`src/baat_pkg.sv`:
```
`default_nettype none

package baat_pkg;

  localparam int MAX_AREAS = 16;
  localparam int COUNT_W   = $clog2(MAX_AREAS + 1);

  // byte length is paragraphs * 16, offset + length end of an entry
  localparam int LEN_W = 20;
  localparam int END_W = 17;
  localparam int ALN_W = 21;

  localparam logic [END_W-1:0] FIRST_OFFSET   = END_W'(32'h100);
  localparam logic [31:0]      SEG_LIMIT      = 32'h0000_FFFF;
  localparam logic [LEN_W-1:0] MIN_ALIGN_MASK = LEN_W'(32'hF);
  localparam logic [31:0]      RES_INVALID    = 32'hFFFF_FFFF;
  localparam logic [31:0]      RES_NO_MATCH   = 32'h0000_0001;

  typedef enum logic [1:0] {
    ACT_ALLOC = 2'd0,
    ACT_FIND  = 2'd1,
    ACT_FREE  = 2'd2,
    ACT_BAD   = 2'd3
  } action_e;

  typedef struct packed {
    logic [31:0] handle;
    logic [15:0] offset;
    logic [15:0] length;
  } entry_t;

  // search token that walks down the row of cells
  typedef struct packed {
    logic             vld;
    logic             hit;    // some live handle matched (last one wins)
    logic             found;  // a live offset matched at or before this cell
    logic [15:0]      off;    // offset of the last handle match
    logic [END_W-1:0] fin;    // end of the last live entry seen so far
  } pkt_t;

  // broadcast from the controller to every cell
  typedef struct packed {
    logic        free_en;
    logic [31:0] key_handle;
    logic [15:0] key_off;
    logic        wr_en;
    entry_t      wr_entry;
    logic        shift_en;
  } cmd_t;

endpackage

`default_nettype wire

```
`src/bump_area_allocator_table_top.sv`:
```
// One item at a time: a new input transfer is taken only while the controller is idle.
// The search token walks the 16-cell row one cell per cycle, then the align,
// commit and output steps follow in that order.
// A result that is not taken holds the next item in its final step.
// Reset (async, active low) empties the table, zeroes the count and the segment.
`default_nettype none

module bump_area_allocator_table_top (
  input  wire logic        clk_i,
  input  wire logic        rst_ni,
  input  wire logic        in_valid_i,
  output logic             in_ready_o,
  input  wire logic [1:0]  action_i,
  input  wire logic [15:0] length_paragraphs_i,
  input  wire logic [31:0] area_handle_i,
  input  wire logic [15:0] request_flags_i,
  input  wire logic [31:0] area_address_i,
  input  wire logic        cfg_valid_i,
  output logic             cfg_ready_o,
  input  wire logic [15:0] cfg_data_i,
  output logic             out_valid_o,
  input  wire logic        out_ready_i,
  output logic [31:0]      return_value_o
);
  import baat_pkg::*;

  cmd_t   cmd;
  pkt_t   pkt     [MAX_AREAS+1];
  entry_t entries [MAX_AREAS+1];
  logic   lives   [MAX_AREAS+1];

  // past the last cell: an empty slot
  assign entries[MAX_AREAS] = '0;
  assign lives[MAX_AREAS]   = 1'b0;

  baat_ctrl u_ctrl (
    .clk_i               (clk_i),
    .rst_ni              (rst_ni),
    .in_valid_i          (in_valid_i),
    .in_ready_o          (in_ready_o),
    .action_i            (action_i),
    .length_paragraphs_i (length_paragraphs_i),
    .area_handle_i       (area_handle_i),
    .request_flags_i     (request_flags_i),
    .area_address_i      (area_address_i),
    .cfg_valid_i         (cfg_valid_i),
    .cfg_ready_o         (cfg_ready_o),
    .cfg_data_i          (cfg_data_i),
    .out_valid_o         (out_valid_o),
    .out_ready_i         (out_ready_i),
    .return_value_o      (return_value_o),
    .cmd_o               (cmd),
    .pkt_o               (pkt[0]),
    .pkt_i               (pkt[MAX_AREAS])
  );

  for (genvar i = 0; i < MAX_AREAS; i++) begin : g_cell
    logic left_live;
    if (i == 0) begin : g_head
      assign left_live = 1'b1;
    end else begin : g_body
      assign left_live = lives[i-1];
    end

    baat_cell u_cell (
      .clk_i         (clk_i),
      .rst_ni        (rst_ni),
      .cmd_i         (cmd),
      .pkt_i         (pkt[i]),
      .pkt_o         (pkt[i+1]),
      .left_live_i   (left_live),
      .right_entry_i (entries[i+1]),
      .right_live_i  (lives[i+1]),
      .entry_o       (entries[i]),
      .live_o        (lives[i])
    );
  end

endmodule

`default_nettype wire

```
`src/baat_cell.sv`:
```
`default_nettype none

module baat_cell (
  input  wire logic             clk_i,
  input  wire logic             rst_ni,
  input  wire baat_pkg::cmd_t   cmd_i,
  input  wire baat_pkg::pkt_t   pkt_i,
  output baat_pkg::pkt_t        pkt_o,
  input  wire logic             left_live_i,
  input  wire baat_pkg::entry_t right_entry_i,
  input  wire logic             right_live_i,
  output baat_pkg::entry_t      entry_o,
  output logic                  live_o
);
  import baat_pkg::*;

  entry_t entry_q;
  logic   live_q;
  logic   mark_q;
  pkt_t   pkt_q;
  pkt_t   pkt_d;
  logic   m_find;
  logic   m_free;
  logic   do_shift;
  logic   do_write;

  assign m_find   = live_q && (entry_q.handle == cmd_i.key_handle);
  assign m_free   = live_q && cmd_i.free_en && (entry_q.offset == cmd_i.key_off);
  assign do_shift = cmd_i.shift_en && mark_q;
  // live bits form a prefix, so the first free slot is the one after a live cell
  assign do_write = cmd_i.wr_en && !live_q && left_live_i;

  always_comb begin
    pkt_d       = pkt_i;
    pkt_d.hit   = pkt_i.hit || m_find;
    pkt_d.found = pkt_i.found || m_free;
    if (m_find) begin
      pkt_d.off = entry_q.offset;
    end
    if (live_q) begin
      pkt_d.fin = {1'b0, entry_q.offset} + {1'b0, entry_q.length};
    end
  end

  always_ff @(posedge clk_i or negedge rst_ni) begin
    if (!rst_ni) begin
      live_q <= 1'b0;
      mark_q <= 1'b0;
      pkt_q  <= '0;
    end else begin
      pkt_q <= pkt_d;
      if (do_shift) begin
        live_q <= right_live_i;
        mark_q <= 1'b0;
      end else if (do_write) begin
        live_q <= 1'b1;
      end
      // mark this cell and all after the removed entry
      if (pkt_i.vld) begin
        mark_q <= pkt_d.found;
      end
    end
  end

  always_ff @(posedge clk_i) begin
    if (do_shift) begin
      entry_q <= right_entry_i;
    end else if (do_write) begin
      entry_q <= cmd_i.wr_entry;
    end
  end

  assign pkt_o   = pkt_q;
  assign entry_o = entry_q;
  assign live_o  = live_q;

endmodule

`default_nettype wire

```
`src/baat_ctrl.sv`:
```
`default_nettype none

module baat_ctrl (
  input  wire logic           clk_i,
  input  wire logic           rst_ni,
  input  wire logic           in_valid_i,
  output logic                in_ready_o,
  input  wire logic [1:0]     action_i,
  input  wire logic [15:0]    length_paragraphs_i,
  input  wire logic [31:0]    area_handle_i,
  input  wire logic [15:0]    request_flags_i,
  input  wire logic [31:0]    area_address_i,
  input  wire logic           cfg_valid_i,
  output logic                cfg_ready_o,
  input  wire logic [15:0]    cfg_data_i,
  output logic                out_valid_o,
  input  wire logic           out_ready_i,
  output logic [31:0]         return_value_o,
  output baat_pkg::cmd_t      cmd_o,
  output baat_pkg::pkt_t      pkt_o,
  input  wire baat_pkg::pkt_t pkt_i
);
  import baat_pkg::*;

  localparam logic [2:0] ST_IDLE   = 3'd0;
  localparam logic [2:0] ST_LAUNCH = 3'd1;
  localparam logic [2:0] ST_SCAN   = 3'd2;
  localparam logic [2:0] ST_ALIGN  = 3'd3;
  localparam logic [2:0] ST_COMMIT = 3'd4;
  localparam logic [2:0] ST_FINISH = 3'd5;

  logic [2:0]         state_q, state_d;
  logic [1:0]         act_q;
  logic [LEN_W-1:0]   len_q;
  logic [31:0]        handle_q;
  logic               flag_conv_q;
  logic               flag_align_q;
  logic [31:0]        addr_q;
  logic [15:0]        seg_q;
  logic [COUNT_W-1:0] count_q;
  logic [LEN_W-1:0]   mask_q;
  logic               hit_q;
  logic               found_q;
  logic [15:0]        hit_off_q;
  logic [END_W-1:0]   next_q;
  logic [ALN_W-1:0]   aligned_q;
  logic [31:0]        res_q;
  logic               out_valid_q;
  logic [31:0]        out_data_q;

  logic               in_xfer;
  logic               out_load;
  logic [LEN_W-1:0]   lowbit;
  logic [LEN_W-1:0]   mask_d;
  logic [ALN_W:0]     fit_sum;
  logic               alloc_ok;
  logic               is_alloc;
  logic               is_free;
  logic [31:0]        res_d;

  assign in_ready_o  = (state_q == ST_IDLE);
  assign in_xfer     = in_valid_i && in_ready_o;
  assign cfg_ready_o = 1'b1;
  assign out_load    = (state_q == ST_FINISH) && (!out_valid_q || out_ready_i);

  assign lowbit = len_q & (~len_q + LEN_W'(1));
  assign mask_d = flag_align_q ? (lowbit - LEN_W'(1)) : MIN_ALIGN_MASK;

  assign fit_sum  = {1'b0, aligned_q} + (ALN_W + 1)'(len_q);
  assign is_alloc = (action_e'(act_q) == ACT_ALLOC);
  assign is_free  = (action_e'(act_q) == ACT_FREE);
  assign alloc_ok = flag_conv_q && (count_q < COUNT_W'(MAX_AREAS)) && (len_q != '0) &&
                    (fit_sum <= (ALN_W + 1)'(SEG_LIMIT));

  always_comb begin
    res_d = RES_INVALID;
    unique case (action_e'(act_q))
      ACT_ALLOC: begin
        if (!flag_conv_q || (count_q >= COUNT_W'(MAX_AREAS))) begin
          res_d = '0;
        end else if (len_q == '0) begin
          res_d = SEG_LIMIT - 32'(next_q);
        end else if (alloc_ok) begin
          res_d = {seg_q, aligned_q[15:0]};
        end else begin
          res_d = '0;
        end
      end
      ACT_FIND: res_d = hit_q ? {seg_q, hit_off_q} : '0;
      ACT_FREE: res_d = found_q ? '0 : RES_NO_MATCH;
      default:  res_d = RES_INVALID;
    endcase
  end

  always_comb begin
    cmd_o                 = '0;
    cmd_o.free_en         = is_free && (addr_q[31:16] == seg_q);
    cmd_o.key_handle      = handle_q;
    cmd_o.key_off         = addr_q[15:0];
    cmd_o.wr_entry.handle = handle_q;
    cmd_o.wr_entry.offset = aligned_q[15:0];
    cmd_o.wr_entry.length = len_q[15:0];
    cmd_o.wr_en           = (state_q == ST_COMMIT) && is_alloc && alloc_ok;
    cmd_o.shift_en        = (state_q == ST_COMMIT) && is_free && found_q;
  end

  always_comb begin
    pkt_o     = '0;
    pkt_o.vld = (state_q == ST_LAUNCH);
    pkt_o.fin = FIRST_OFFSET;
  end

  always_comb begin
    state_d = state_q;
    unique case (state_q)
      ST_IDLE:   if (in_xfer) state_d = ST_LAUNCH;
      ST_LAUNCH: state_d = ST_SCAN;
      ST_SCAN:   if (pkt_i.vld) state_d = ST_ALIGN;
      ST_ALIGN:  state_d = ST_COMMIT;
      ST_COMMIT: state_d = ST_FINISH;
      ST_FINISH: if (out_load) state_d = ST_IDLE;
      default:   state_d = ST_IDLE;
    endcase
  end

  always_ff @(posedge clk_i or negedge rst_ni) begin
    if (!rst_ni) begin
      state_q     <= ST_IDLE;
      seg_q       <= '0;
      count_q     <= '0;
      out_valid_q <= 1'b0;
    end else begin
      state_q <= state_d;
      if (cfg_valid_i) begin
        seg_q <= cfg_data_i;
      end
      if (cmd_o.wr_en) begin
        count_q <= count_q + COUNT_W'(1);
      end else if (cmd_o.shift_en) begin
        count_q <= count_q - COUNT_W'(1);
      end
      if (out_load) begin
        out_valid_q <= 1'b1;
      end else if (out_ready_i) begin
        out_valid_q <= 1'b0;
      end
    end
  end

  always_ff @(posedge clk_i) begin
    if (in_xfer) begin
      act_q        <= action_i;
      len_q        <= {length_paragraphs_i, 4'b0000};
      handle_q     <= area_handle_i;
      flag_conv_q  <= request_flags_i[0];
      flag_align_q <= request_flags_i[2];
      addr_q       <= area_address_i;
    end
    if (state_q == ST_LAUNCH) begin
      mask_q <= mask_d;
    end
    if ((state_q == ST_SCAN) && pkt_i.vld) begin
      hit_q     <= pkt_i.hit;
      found_q   <= pkt_i.found;
      hit_off_q <= pkt_i.off;
      next_q    <= pkt_i.fin;
    end
    if (state_q == ST_ALIGN) begin
      // round up to the alignment
      aligned_q <= (ALN_W'(next_q) + ALN_W'(mask_q)) & ~ALN_W'(mask_q);
    end
    if (state_q == ST_COMMIT) begin
      res_q <= res_d;
    end
    if (out_load) begin
      out_data_q <= res_q;
    end
  end

  assign out_valid_o    = out_valid_q;
  assign return_value_o = out_data_q;

endmodule

`default_nettype wire

```
`config.mk`:
```
export PLATFORM = sky130hd
export DESIGN_NAME = bump_area_allocator_table_top
export DESIGN_NICKNAME = d
export VERILOG_FILES = /design/src/baat_pkg.sv /design/src/bump_area_allocator_table_top.sv /design/src/baat_cell.sv /design/src/baat_ctrl.sv
export SDC_FILE = /design/constraint.sdc
export NUM_CORES = 2
export LEC_CHECK = 0
export BUFFER_PORTS_ARGS = -buffer_cell sky130_fd_sc_hd__buf_2
export CORE_ASPECT_RATIO = 1.25
export CORE_MARGIN = 1.5
export CORE_UTILIZATION = 55
export DETAILED_ROUTE_END_ITERATION = 10
export GPL_TIMING_DRIVEN = 0
export PLACE_DENSITY_LB_ADDON = 0.1
export SLEW_MARGIN = 20
export SYNTH_ARGS = -nofsm -noshare
export SYNTH_HDL_FRONTEND = slang
export SYNTH_SLANG_ARGS = --single-unit
```
`constraint.sdc`:
```
create_clock -name clk_i -period 18.3 [get_ports clk_i]
set_clock_uncertainty 0.15 [all_clocks]
set_input_delay 5.49 -clock clk_i [delete_from_list [all_inputs] [get_ports clk_i]]
set_output_delay 5.49 -clock clk_i [all_outputs]
set_load 0.02 [all_outputs]
```
==> flow_summary.ini <==
[place]
hpwlAfterDp_um = 197000
numPortBuffers = 137
place_ws_ps = 11250
gp_congestion = 0.941

[clocking]
cts.htree.levels = 4
clk_latency_ps = 830
cts_resized = 0
cts_tree = yes
cts_root_buffer = clkbuf_16
cts_setup_buffers = 0
path_clk_slew_ps = 60
cts.sink_count = 1605
clk_path_buf_depth = 3
cts_buffers = 164
holdBufCountCts = 0

[synthesis]
synth_nets = 6277
ys_seq_area_share_pct = 56.8
ys_async_sr_fraction_pct = 31.5
synth_top_cell_by_area = edfxtp_1
synth_cell_types = 68
ys_seq_elements = 1605
synth-xor-area-share_pct = 9.27
syn_area_per_cell_um2 = 13.4
synth_compound_area_share_pct = 5.03
synth_simple_gate_area_share_pct = 5.97
synth_top_area_share_pct = 39.5
synthFlopType = edfxtp_1
synthCells = 5920
yosysWarnings = 0
syn_area_mm2 = 0.0794
synth_top_family_by_area = multiplexers
synth_fa_ha_area_share_pct = 3.91
synth_edf_count = 1044
synthTopCellsByArea = edfxtp_1 (39%), dfrtp_1 (16%), mux2_2 (16%), xnor2_1 (6.5%), ha_1 (3.5%)
muxShareOfSynthArea_pct = 16.4

[floorplan]
die_w_um = 343
start_util_pct = 55.5
dieArea_mm2 = 0.147
core.rowCount = 155
pin_count = 154
die_h_um = 428
core_mm2 = 0.143

[sta]
fmax_mhz = 131
final.setup.worst_slack_ps = 10660
fin_setup_tns_ps = 0
drv_slew = 0
period_share_pct = 41.8
finalHoldViolations = 0
timing.hold.ws_ps = 250
rsz0062_at_grt = no
setup_viol_count_final = 0
relSlewSlack_pct = 17.4
timing.final.crit_period_ps = 7640
worst_slew_pin_slew_ps = 1240

[status]
violations = design-rule violations
status = finished, violations left

[layout]
nets = 6655
layout-drive-gt1-share_pct = 26.8
area.growth.synth_to_final_pct = 12.4
fillers = 11200

[global_routing]
grt_overflow = 0
grt_pass1_vias = 51300
grt_max_degree = 95
antenna_found_initial = 5
grt_pass1_wl_um = 364000
gr-usage-all-layers_pct = 35.0

[power_and_ir_drop]
ir_drop_mv = 0.107
power_mw = 9.14
leakage_nw = 34.9
p_per_area_mw_per_mm2 = 102

[drt]
via_per_inst = 6.13
initialDrtViolationCount = 5035
first_pass_iters = 10
vias = 51000
drt_drc_violations_left = 48
detail-route-antenna-nets = 0
routedWlPerCell_um = 31.0
drt-total-wl_um = 258000

[setup_path]
r2r-start = u_ctrl.len_q[14]
critPathCaptureType = output port
r2r_end = g_cell[14].u_cell.entry_o[56]
crit_fanout = 10
reg2reg_slack_ps = 12700
start_kind = flop
worstPathArrival_ps = 2000
crit_required_ps = 12660
crit_type = flop to output port
rr_worst_depth = 12

[min_path]
min_to = g_cell[13].u_cell.pkt_o[35]
hold-path-cell-count = 0
hold_class = flop to flop
min_from = g_cell[12].u_cell.pkt_o[35]

[run]
max_cap_viol_count = 0
[placed cells by master (no fill, tap or decap), drive strengths merged, types with 128 or more instances in the layout]
| master | instances |
|---|---|
| mux2 | 1108 |
| edfxtp | 1044 |
| xnor2 | 587 |
| dfrtp | 505 |
| clkbuf | 462 |
| buf | 357 |
| xor2 | 254 |
| nor2 | 237 |
| ha | 221 |
| o21ai | 179 |
| nand2 | 162 |
| inv | 145 |
| a21oi | 139 |
| nand4 | 128 |
[metrics by stage]
step	cells	utilization (%)	cell area (um^2)
finish	8322	62.4	89300
global route	8320	62.4	89200
CTS	8319	62.3	89200
detailed placement	8015	58.5	83800
global placement	7941	57.6	82500
floorplan	5920	-	79400
[worst max-delay path by stage]
stage	from	endpoint	slack, ps	depth (start not counted)
3_5_place_dp	cfg_valid_i	u_ctrl.seg_q[6]	11250	3
2_1_floorplan	in_valid_i	u_ctrl.act_q[0]	10260	1
6_report	u_ctrl.state_q[0]	in_ready_o	10660	3
3_3_place_gp	rst_ni	g_cell[0].u_cell.pkt_o[12]	360	1
4_1_cts	u_ctrl.state_q[0]	in_ready_o	10620	3
5_1_grt	u_ctrl.state_q[0]	in_ready_o	10540	3
[routing by layer]
metal  GRT usage [%]  share of wire, %  routed length [um]  vias up
met5               0            0.0047                  12        -
met4            21.1               6.9               17800        2
met3            4.64               6.5               16700      629
met2            57.4                48              125000     2262
met1            44.0                38               98800    25800
li1                -                 -                   -    22300
[sequential cells by signal, indices dropped and copies added (netlist names), 17 cells and up]
register,cells
g_cell.u_cell.entry_o,896
g_cell.u_cell.pkt_o,448
u_ctrl.addr_q,32
u_ctrl.handle_q,32
u_ctrl.res_q,30
u_ctrl.return_value_o,30
u_ctrl.aligned_q,17
[cells by family (layout without fill, tap and decap cells)]
family / count (synthesis) / count (layout)
other: 1 / 3
multiplexers: 1165 / 1165
buffers and inverters: 526 / 1042
adder cells (fa/ha/maj): 238 / 238
XOR/XNOR: 841 / 841
AND/OR/NAND/NOR: 934 / 934
flip-flops: 1605 / 1605
AO/OA/AOI/OAI: 610 / 610
[cell type report]
cell class / instances / area (um^2) / share of cell area (%)
Inverter: 149 / 559 / 0.627
Clock buffer: 230 / 4690 / 5.26
Antenna cell: 2 / 5.00 / 0.00561
Tap cell: 1884 / 2360 / 2.64
Buffer: 377 / 1530 / 1.72
Multi-Input combinational cell: 3789 / 32400 / 36.4
Timing Repair Buffer: 212 / 1780 / 1.99
Clock inverter: 74 / 772 / 0.865
Sequential cell: 1605 / 45100 / 50.5
[critical path, stage by stage (launching register included)]
cell	delay, ps
dfrtp_1	350
clkbuf_1	290
nor3_1	340
buf_2	220
[synthesized netlist by cell type (16+ instances only)]
cell type and number:
mux2_2 1108, edfxtp_1 1044, xnor2_1 587, dfrtp_1 505
xor2_1 254, nor2_1 237, clkbuf_1 232, ha_1 221
o21ai_0 179, nand2_1 162, a21oi_1 139, inv_1 133
nand4_1 128, buf_1 92, nor4_1 76, nor3_1 75
mux2i_1 57, dfxtp_1 56, nor2b_1 50, buf_2 45
or3_1 44, a21o_1 42, nand3_1 42, nand2b_1 35
a21boi_0 31, and3_1 31, a211oi_1 30, o22ai_1 28
o31ai_1 26, and2_1 20, fa_1 17, a31o_2 16
o32ai_1 16, or2_2 16
[report_power, final]
group / internal, mW / switching [mW] / total, mW
sequential: 4.10 / 0.114 / 4.21
combinational: 0.550 / 0.922 / 1.47
clock: 1.97 / 1.49 / 3.46
total: 6.62 / 2.53 / 9.14
(Power assumes the default switching activity.)
